--- config.mk ---
export PLATFORM = sky130hd
export DESIGN_NAME = keystream_xor_with_sum_check
export DESIGN_NICKNAME = d
export VERILOG_FILES = /design/src/rtl/kxs_pkg.sv /design/src/rtl/keystream_xor_with_sum_check.sv /design/src/rtl/kxs_core.sv
export SDC_FILE = /design/constraint.sdc
export NUM_CORES = 1
export LEC_CHECK = 0
export ABC_AREA = 1
export BUFFER_PORTS_ARGS = -buffer_cell sky130_fd_sc_hd__buf_2
export CAP_MARGIN = 10
export CORE_MARGIN = 2
export CORE_UTILIZATION = 35
export CTS_CLUSTER_SIZE = 25
export DETAILED_ROUTE_END_ITERATION = 6
export GPL_TIMING_DRIVEN = 0
export PLACE_DENSITY = 0.62
export SLEW_MARGIN = 5
export SYNTH_ARGS = -nofsm -noshare
export SYNTH_HDL_FRONTEND = slang
export SYNTH_SLANG_ARGS = --single-unit
export TNS_END_PERCENT = 5
--- constraint.sdc ---
create_clock -name clk -period 4.9 [get_ports clk]
set_clock_uncertainty 0.05 [all_clocks]
set_input_delay 0 -clock clk [delete_from_list [all_inputs] [get_ports clk]]
set_output_delay 0 -clock clk [all_outputs]
set_load 0.05 [all_outputs]
--- src/rtl/kxs_pkg.sv ---
// shared types, constants and keystream function for the keystream xor block
package kxs_pkg;

  localparam logic [15:0] KS_INIT       = 16'h00a5;
  localparam logic [15:0] KS_ADD        = 16'h9014;
  localparam logic [15:0] LEN_RESET     = 16'd22987;
  localparam logic [15:0] TRAILER_BYTES = 16'd4;
  localparam logic [15:0] POS_MAX       = 16'hffff;

  // configuration register indexes
  localparam logic CFG_MODE = 1'b0;
  localparam logic CFG_LEN  = 1'b1;

  // mode codes
  localparam logic MODE_DECRYPT = 1'b0;
  localparam logic MODE_ENCRYPT = 1'b1;

  // status codes
  localparam logic [1:0] STAT_OK  = 2'd0;
  localparam logic [1:0] STAT_SUM = 2'd1;
  localparam logic [1:0] STAT_LEN = 2'd2;

  typedef struct packed {
    logic [7:0] out_byte;
    logic       end_of_file;
    logic [1:0] status;
  } kxs_result_t;

  // add then rotate left by 3
  function automatic logic [15:0] next_key(input logic [15:0] ks);
    logic [15:0] s;
    s = ks + KS_ADD;
    return {s[12:0], s[15:13]};
  endfunction

endpackage

--- src/rtl/keystream_xor_with_sum_check.sv ---
// top level: keystream xor stream cipher with 32-bit additive trailer check
//
// usage:
//   in_*   one file byte per beat, in_tlast on the final byte of the file
//   out_*  one result beat per input beat, same order; out_tlast copies the
//          input marker and out_tuser carries the status on that beat
//          (0 ok, 1 sum mismatch, 2 wrong length, 0 on all other beats)
//   cfg_*  register writes (0 mode, 1 expected length), taken at any edge
//          with cfg_we high; write only while the stream is idle
// latency: a result appears one cycle after its input beat is accepted
// throughput: one byte per cycle; the keystream add-rotate, the sum add and
//   the trailer compare all settle between the stream state and the output
//   register in one cycle
// stall: the single output register holds its beat while out_tready is low;
//   in_tready follows it, so a new beat is taken in the same cycle the held
//   one leaves
// reset: rst_n low clears the stream state (keystream 0x00a5, position,
//   sum, trailer), empties the output register and restores mode 0 and
//   expected length 22987; stream state also restarts after every last byte
module keystream_xor_with_sum_check (
  input  logic        clk,
  input  logic        rst_n,
  // input stream
  input  logic        in_tvalid,
  output logic        in_tready,
  input  logic [7:0]  in_tdata,   // [7:0] data_byte
  input  logic        in_tlast,   // last_byte
  // result stream
  output logic        out_tvalid,
  input  logic        out_tready,
  output logic [7:0]  out_tdata,  // [7:0] out_byte
  output logic        out_tlast,  // end_of_file
  output logic [1:0]  out_tuser,  // [1:0] status
  // configuration writes
  input  logic        cfg_we,
  input  logic        cfg_addr,
  input  logic [15:0] cfg_wdata
);
  import kxs_pkg::*;

  logic        mode_r;
  logic [15:0] exp_len_r;
  logic        out_valid_r;
  kxs_result_t out_r;
  kxs_result_t core_res;
  logic        accept;

  // output register drains or is empty: room for a new beat
  assign in_tready = !out_valid_r || out_tready;
  assign accept    = in_tvalid && in_tready;

  // configuration registers
  always_ff @(posedge clk) begin
    if (!rst_n) begin
      mode_r    <= MODE_DECRYPT;
      exp_len_r <= LEN_RESET;
    end else if (cfg_we) begin
      case (cfg_addr)
        CFG_MODE: mode_r    <= cfg_wdata[0];
        CFG_LEN:  exp_len_r <= cfg_wdata;
        default:  ;
      endcase
    end
  end

  kxs_core u_core (
    .clk             (clk),
    .rst_n           (rst_n),
    .accept          (accept),
    .data_byte       (in_tdata),
    .last_byte       (in_tlast),
    .mode            (mode_r),
    .expected_length (exp_len_r),
    .result          (core_res)
  );

  // output register valid
  always_ff @(posedge clk) begin
    if (!rst_n) begin
      out_valid_r <= 1'b0;
    end else if (in_tready) begin
      out_valid_r <= in_tvalid;
    end
  end

  // output payload, loaded on every accepted beat
  always_ff @(posedge clk) begin
    if (accept) begin
      out_r <= core_res;
    end
  end

  assign out_tvalid = out_valid_r;
  assign out_tdata  = out_r.out_byte;
  assign out_tlast  = out_r.end_of_file;
  assign out_tuser  = out_r.status;

endmodule

--- src/rtl/kxs_core.sv ---
// per-file stream state and combinational byte transform
module kxs_core (
  input  logic                clk,
  input  logic                rst_n,
  input  logic                accept,
  input  logic [7:0]          data_byte,
  input  logic                last_byte,
  input  logic                mode,
  input  logic [15:0]         expected_length,
  output kxs_pkg::kxs_result_t result
);
  import kxs_pkg::*;

  logic [15:0] keystream_r, keystream_nxt;
  logic [15:0] byte_pos_r, byte_pos_nxt;
  logic [31:0] sum_r, sum_nxt;
  logic [31:0] trailer_r, trailer_nxt;

  logic        has_trailer;
  logic [15:0] start;
  logic        in_body, in_trailer;
  logic [1:0]  lane;
  logic [7:0]  key, sum_lane, plain, res_byte;
  logic        len_ok;
  logic [1:0]  status;
  logic [16:0] len_now;

  always_comb begin
    has_trailer   = expected_length >= TRAILER_BYTES;
    start         = has_trailer ? (expected_length - TRAILER_BYTES) : '0;
    in_body       = has_trailer && (byte_pos_r < start);
    in_trailer    = has_trailer && (byte_pos_r >= start) && (byte_pos_r < expected_length);
    lane          = byte_pos_r[1:0] - start[1:0];
    keystream_nxt = next_key(keystream_r);
    key           = keystream_nxt[7:0];
    case (lane)
      2'd0:    sum_lane = sum_r[7:0];
      2'd1:    sum_lane = sum_r[15:8];
      2'd2:    sum_lane = sum_r[23:16];
      default: sum_lane = sum_r[31:24];
    endcase
    if (mode == MODE_DECRYPT) begin
      plain    = data_byte ^ key;
      res_byte = plain;
    end else begin
      plain    = in_trailer ? sum_lane : data_byte;
      res_byte = plain ^ key;
    end
    sum_nxt     = sum_r;
    trailer_nxt = trailer_r;
    if (in_body) begin
      sum_nxt = sum_r + {24'd0, plain};
    end else if (in_trailer) begin
      case (lane)
        2'd0:    trailer_nxt[7:0]   = plain;
        2'd1:    trailer_nxt[15:8]  = plain;
        2'd2:    trailer_nxt[23:16] = plain;
        default: trailer_nxt[31:24] = plain;
      endcase
    end
    byte_pos_nxt = (byte_pos_r != POS_MAX) ? (byte_pos_r + 16'd1) : byte_pos_r;
    // length of the file if this byte ends it
    len_now = {1'b0, byte_pos_r} + 17'd1;
    len_ok  = has_trailer && (byte_pos_r != POS_MAX) && (len_now == {1'b0, expected_length});
    if (!last_byte)                status = STAT_OK;
    else if (!len_ok)              status = STAT_LEN;
    else if (sum_nxt != trailer_nxt) status = STAT_SUM;
    else                           status = STAT_OK;
    result.out_byte    = res_byte;
    result.end_of_file = last_byte;
    result.status      = status;
  end

  always_ff @(posedge clk) begin
    if (!rst_n) begin
      keystream_r <= KS_INIT;
      byte_pos_r  <= '0;
      sum_r       <= '0;
      trailer_r   <= '0;
    end else if (accept) begin
      if (last_byte) begin
        keystream_r <= KS_INIT;
        byte_pos_r  <= '0;
        sum_r       <= '0;
        trailer_r   <= '0;
      end else begin
        keystream_r <= keystream_nxt;
        byte_pos_r  <= byte_pos_nxt;
        sum_r       <= sum_nxt;
        trailer_r   <= trailer_nxt;
      end
    end
  end

endmodule
==> Word-level counts from Yosys, hierarchy flattened <==
Cells that the tools add are included.
{ "word_totals": {"register_bits": 125, "inputBits": 31, "out_inout_bits": 13, "elab_cells": 63} }
{ "op_classes": {"n_addsub": 6, "magnitude_cmp": 4, "eq_ne": 5, "muxes": 19, "bitwise": 3, "reduce_logical": 15} }
{ "ops": {"columns": ["operator", "count"], "rows": [
  ["32-bit two-way mux", 5],
  ["16-bit two-way mux", 4],
  ["8-bit two-way mux", 7],
  ["32-bit by 8-bit adder with 32-bit output", 1],
  ["16-bit less-than comparator", 2],
  ["32-bit inequality test", 1],
  ["8-bit one-hot mux with 3 select lines", 1],
  ["16-bit by 1-bit adder with 17-bit output (second input constant)", 1],
  ["17-bit by 16-bit equality test with 1-bit output", 1],
  ["16-bit by 1-bit adder with 16-bit output (second input constant)", 1],
  ["16-bit adder (second input constant)", 1],
  ["16-bit greater-or-equal comparator", 1],
  ["16-bit by 3-bit greater-or-equal comparator with 1-bit output (second input constant)", 1],
  ["16-bit inequality test (second input constant)", 1],
  ["16-bit by 3-bit subtractor with 16-bit output (second input constant)", 1],
  ["8-bit XOR", 2],
  ["2-bit AND reduction", 4],
  ["1-bit logical AND", 6],
  ["3-bit OR reduction", 1],
  ["2-bit by 1-bit equality test with 1-bit output (second input constant)", 1],
  ["2-bit equality test (second input constant)", 1],
  ["2-bit logical NOT", 1],
  ["2-bit two-way mux", 1],
  ["2-bit nonzero test", 1],
  ["5 further kinds", 5]
]} }

==> Depth between registers and ports, before layout <==
{ "depth": {"depth_word": 13, "ltp_mapped": 45, "ltp_nobuf": 44} }

==> Modules after synthesis <==
A second synthesis with hierarchy kept.
{ "unflattened": {"hier_cells": 1618, "area_unflattened_um2": 9788.1} }
{ "by_module_without_submodules": {"columns": ["mod", "n_inst", "cells_per_inst", "area_per_inst_um2", "seq_area_each_um2"], "rows": [
  ["kxs_core", 1, 1525, 8780.9, 1921.8],
  ["keystream_xor_with_sum_check", 1, 93, 1007.2, 690.7]
]} }

==> Worst setup path before layout <==
No wires, ideal clock.
{ "synth_path": {"path_type": "flip-flop to flip-flop", "startpoint": "register exp_len_r[2]", "endpoint": "register out_r, in the netlist out_tuser[0], data pin", "setup_ns": 0.252, "arrival_ns": 4.904, "t_required_ns": 4.598, "setup_slack_ns": -0.306, "path_stages_with_launch": 42, "n_path_buf": 1, "period_less_slack_ns": 5.206, "path_cell_list": "dfxtp_1 > nor4_1 > nand2_1 > nor3_1 > nand3_1 > inv_1 > nand2_1 > inv_1 > nand2_1 > nand2_1 > nand3_1 > ha_1 > nand2_1 > nor2_1 > inv_1 > nor2_1 > nand3_1 > nand3_2 > [6 not listed] > ha_1 > fa_1 > nand3_1 > nand2_1 > a21o_1 > nand2_1 > xor2_1 > nand2_1 > o21ai_0 > inv_1 > nand3_1 > nand2_1 > nor2_1 > nand2_1 > nor2_1 > nand2_1 > nor2_1 > nor2_1"} }
{ "synth_via": {"elab_chain_len": 12, "word_cells_on_any_way": 31, "cone_classes": "add/sub: 3; order compare: 4; eq/ne: 4; mux: 12; reduce/logical: 8"} }
{ "synth_rtl": {"columns": ["element", "line_no", "source"], "rows": [
  ["from (decl)", "keystream_xor_with_sum_check.sv:42", "logic [15:0] exp_len_r;"],
  ["from (signal assigned)", "keystream_xor_with_sum_check.sv:60", "CFG_LEN: exp_len_r <= cfg_wdata;"],
  ["branches (longest 12 deep; another with 32-bit by 8-bit adder with 32-bit output)", null, null],
  ["to (signal assigned)", "keystream_xor_with_sum_check.sv:89", "out_r <= core_res;"],
  ["to (decl)", "keystream_xor_with_sum_check.sv:44", "kxs_result_t out_r;"]
]} }
Parallel ways; which one is timed is not known.
A chain may end at the register's enable or synchronous reset.

==> Final worst setup path <==
{ "layout_path": {"startpoint": "register exp_len_r[3]", "endpoint": "register out_r, in the netlist out_tuser[0], data pin"} }
The elaborated chain is that of the path after synthesis.

==> reports/qor.yml <==
leakagePower_nw: 5.75
grtUsageTotal: 0.255
switching_share: 0.318
vdd_drop_max_mv: 0.238
p_int_w: 0.00207
numCtsBuffers: 17
clkTransAtPathRegs_ns: 0.06
synth-seq-cells: 125
wl_um: 38500
drtIter0Drc: 1157
drive_above_1_share: 0.221
power_frac_comb: 0.228
grt_pass1_wl_um: 60100
rr_worst_depth: 42
tns_ns: -2.14
max-clock-path-buffers: 2
syn_area_per_cell_sq_um: 6.06
yosysTopAreaCell: "dfxtp_1"
dr.pass1.iters: 7
cts.sinks: 125
grt_pass1_vias: 10800
grt_max_degree: 17
ys_top_cells_by_count: "nand2_1 (567), nand3_1 (189), inv_1 (175)"
drtAntennaViolNets: 0
chipWidth_um: 173
htree_levels: 4
routedWlPerCell_um: 17.6
rsz0062_at_grt: "true"
antenna_found_initial: 0
cts_tree: "done"
multi_input_comb_area_sq_um: 7460
hold_class: "in -> reg"
syn2layout_area_growth_pct: 31.3
setup_ws_ns: -0.744
reg2reg_slack_ns: -0.74
crit_path_end: "out_tuser[0]"
status: "finished, violations left"
r2r_end: "out_tuser[0]"
syn_area_sq_um: 9960
synth.most_common_cell: "nand2_1"
layout.cells.non_filler: 2186
p_per_area_nw_per_um2: 232
async_flop_share: 0
dieArea_sq_um: 29800
place_congestion: 0.970
crit_path_max_fanout: 6
cpMostUsedCell: "nand2_1"
cp.arrival_ns: 5.78
synthFlopType: "dfxtp_1"
nFillCells: 2826
finalHoldViolations: 0
pwr-share-clk: 0.412
design_area_sq_um: 13100
synth_area_leaders: "dfxtp_1 (23%), nand2_1 (21%), nand3_1 (9.5%)"
crit_required_ns: 5.04
regArea_sq_um: 2620
place_ws_ns: -1.74
start_util: 0.356
tightestPinTransition_ns: 0.854
cp_top_family: "simple AND/OR/NAND/NOR gates"
hpwl_um: 28500
overflow: 0
synth_cells: 1643
crit_path_start_kind: "flip-flop"
cp_num_cells: 42
placed_area_sq_um: 10800
period_share: 1.15
finalSetupViolations: 8
drc_errors: 0
vias: 11700
root_buffer: "clkbuf_16"
critPathLaunch: "exp_len_r[3]"
core_sq_um: 27900
period_minus_slack_ns: 5.64
antenna-diode-count: 0
maxSlewViolCount: 0
yosysSeqAreaShare: 0.262
max-cap-violations: 0
clk_latency_ns: 0.43
port_buffers: 43
violations: "negative setup slack"
fin_nets: 1873
die_h_um: 173
crit_path_max_incr_delay_ns: 0.62
cp_num_buf_inv: 7
ys_types: 51
place_inst: 2064
p_seq_frac: 0.359
synth_top_area_share: 0.229
slew_headroom: 0.431
worstReg2RegStart: "exp_len_r[3]"
viasPerCell: 5.35
cp-end-kind: "flip-flop"
p_sw_w: 0.000965
fmax_mhz: 177
yosys_warnings: 0
crit_type: "reg -> reg"
slowest_stage: "fa_2"
synth_fp_nets: 1720
synth_edf_count: 11
num_rows: 61
io_pins: 44
## layer usage
layer / part of all wire / GRT usage / vias to the layer above
met5: 0 / 0 / -
met4: 0.035 / 0.0918 / 0
met2: 0.44 / 0.399 / 508
li1: - / - / 5662
met3: 0.089 / 0.0556 / 109
met1: 0.44 / 0.346 / 5419
## cell families after synthesis
family | after synthesis | share of synthesized area
AOI/OAI and AO/OA | 226 | 0.124
xor gates and xnor gates | 46 | 0.0405
adders and majority gates | 46 | 0.0593
buffers and inverters | 234 | 0.0930
DFF | 125 | 0.262
muxes | 2 | 0.00201
and+or+nand+nor | 964 | 0.418
## worst min-delay path by stage
stage / cells past startpoint / slack (ns) / end / startpoint
final: 5 / 0.02 / mode_r / cfg_addr
after global routing: 5 / 0.05 / mode_r / cfg_addr
after CTS: 4 / 0.005 / exp_len_r[9] / cfg_addr
after detailed placement: 3 / 0.17 / exp_len_r[11] / cfg_wdata[11]
after global placement: 3 / 0.17 / exp_len_r[8] / cfg_wdata[8]
after floorplan: 0 / 0.05 / out_tlast / in_tlast
## registers in the layout, summed over array words and instances, names as in the netlist
name                count
u_core.sum_r           32
u_core.keystream_r     16
out_tlast               1
mode_r                  1
u_core.byte_pos_r      16
out_tuser               2
out_tdata               8
exp_len_r              16
out_tvalid              1
u_core.trailer_r       32
## worst reg2reg max path: cells and delay by family, from the launching register on
family | cells | cell delay, ns
compound gates | 2 | 0.31
flops | 1 | 0.36
simple gates | 29 | 2.72
buf+inv | 7 | 0.64
fa+ha+maj | 4 | 1.35
## power groups by stage
stage          Clock [W]  Sequential [W]  Combinational, W
2_1_floorplan          0         0.00113          0.000307
3_3_place_gp           0         0.00111          0.000493
3_5_place_dp           0         0.00111          0.000496
4_1_cts          0.00126         0.00109          0.000623
5_1_grt          0.00130         0.00109          0.000743
6_report         0.00125         0.00109          0.000693
## repair_timing
| item | CTS | global route |
|---|---|---|
| hold buffers | 23 | 0 |
| gates cloned | 1 | 0 |
| pin swaps | 64 | 84 |
| setup endpoints to repair | 32 | 32 |
| hold endpoints to repair | 22 | 0 |
| buffers inserted | 59 | 11 |
| gates resized for setup | 156 | 110 |
## cells in the final DEF (no fill, tap or decap), types with 18 or more instances in the layout
| cell type | Yosys | final |
|---|---|---|
| nand3_2 | 6 | 20 |
| dfxtp_1 | 114 | 110 |
| nor2_2 | 8 | 21 |
| or2_2 | 27 | 26 |
| buf_2 | 9 | 51 |
| nand2_4 | 0 | 25 |
| nand2_2 | 2 | 47 |
| nand2_1 | 567 | 496 |
| nor2_1 | 107 | 84 |
| clkbuf_1 | 34 | 37 |
| inv_1 | 175 | 157 |
| buf_4 | 3 | 61 |
| dlygate4sd3_1 | 0 | 23 |
| nand3_1 | 189 | 167 |
| xor2_1 | 37 | 34 |
| inv_2 | 3 | 18 |
| a21oi_1 | 136 | 121 |
| o21ai_0 | 47 | 30 |
| ha_1 | 44 | 35 |
## final cells by class
| cell class | instances | area share |
|---|---|---|
| plain buffers | 53 | 0.0197 |
| clock buffers | 23 | 0.0358 |
| clock inverters | 8 | 0.00708 |
| inverters | 181 | 0.0526 |
| multi-input cells | 1284 | 0.570 |
| flip-flops and latches | 125 | 0.200 |
| well taps | 378 | 0.0362 |
| repair buffers | 134 | 0.0779 |
## per-stage QoR
step / hold WS, ns / power (W) / utilization
2_1_floorplan: 0.0489 / 0.00144 / -
3_3_place_gp: 0.167 / 0.00160 / 0.385
6_report: 0.0189 / 0.00304 / 0.468
3_5_place_dp: 0.170 / 0.00161 / 0.385
4_1_cts: 0.00536 / 0.00297 / 0.452
5_1_grt: 0.0486 / 0.00314 / 0.468
(Power assumes the default switching activity.)
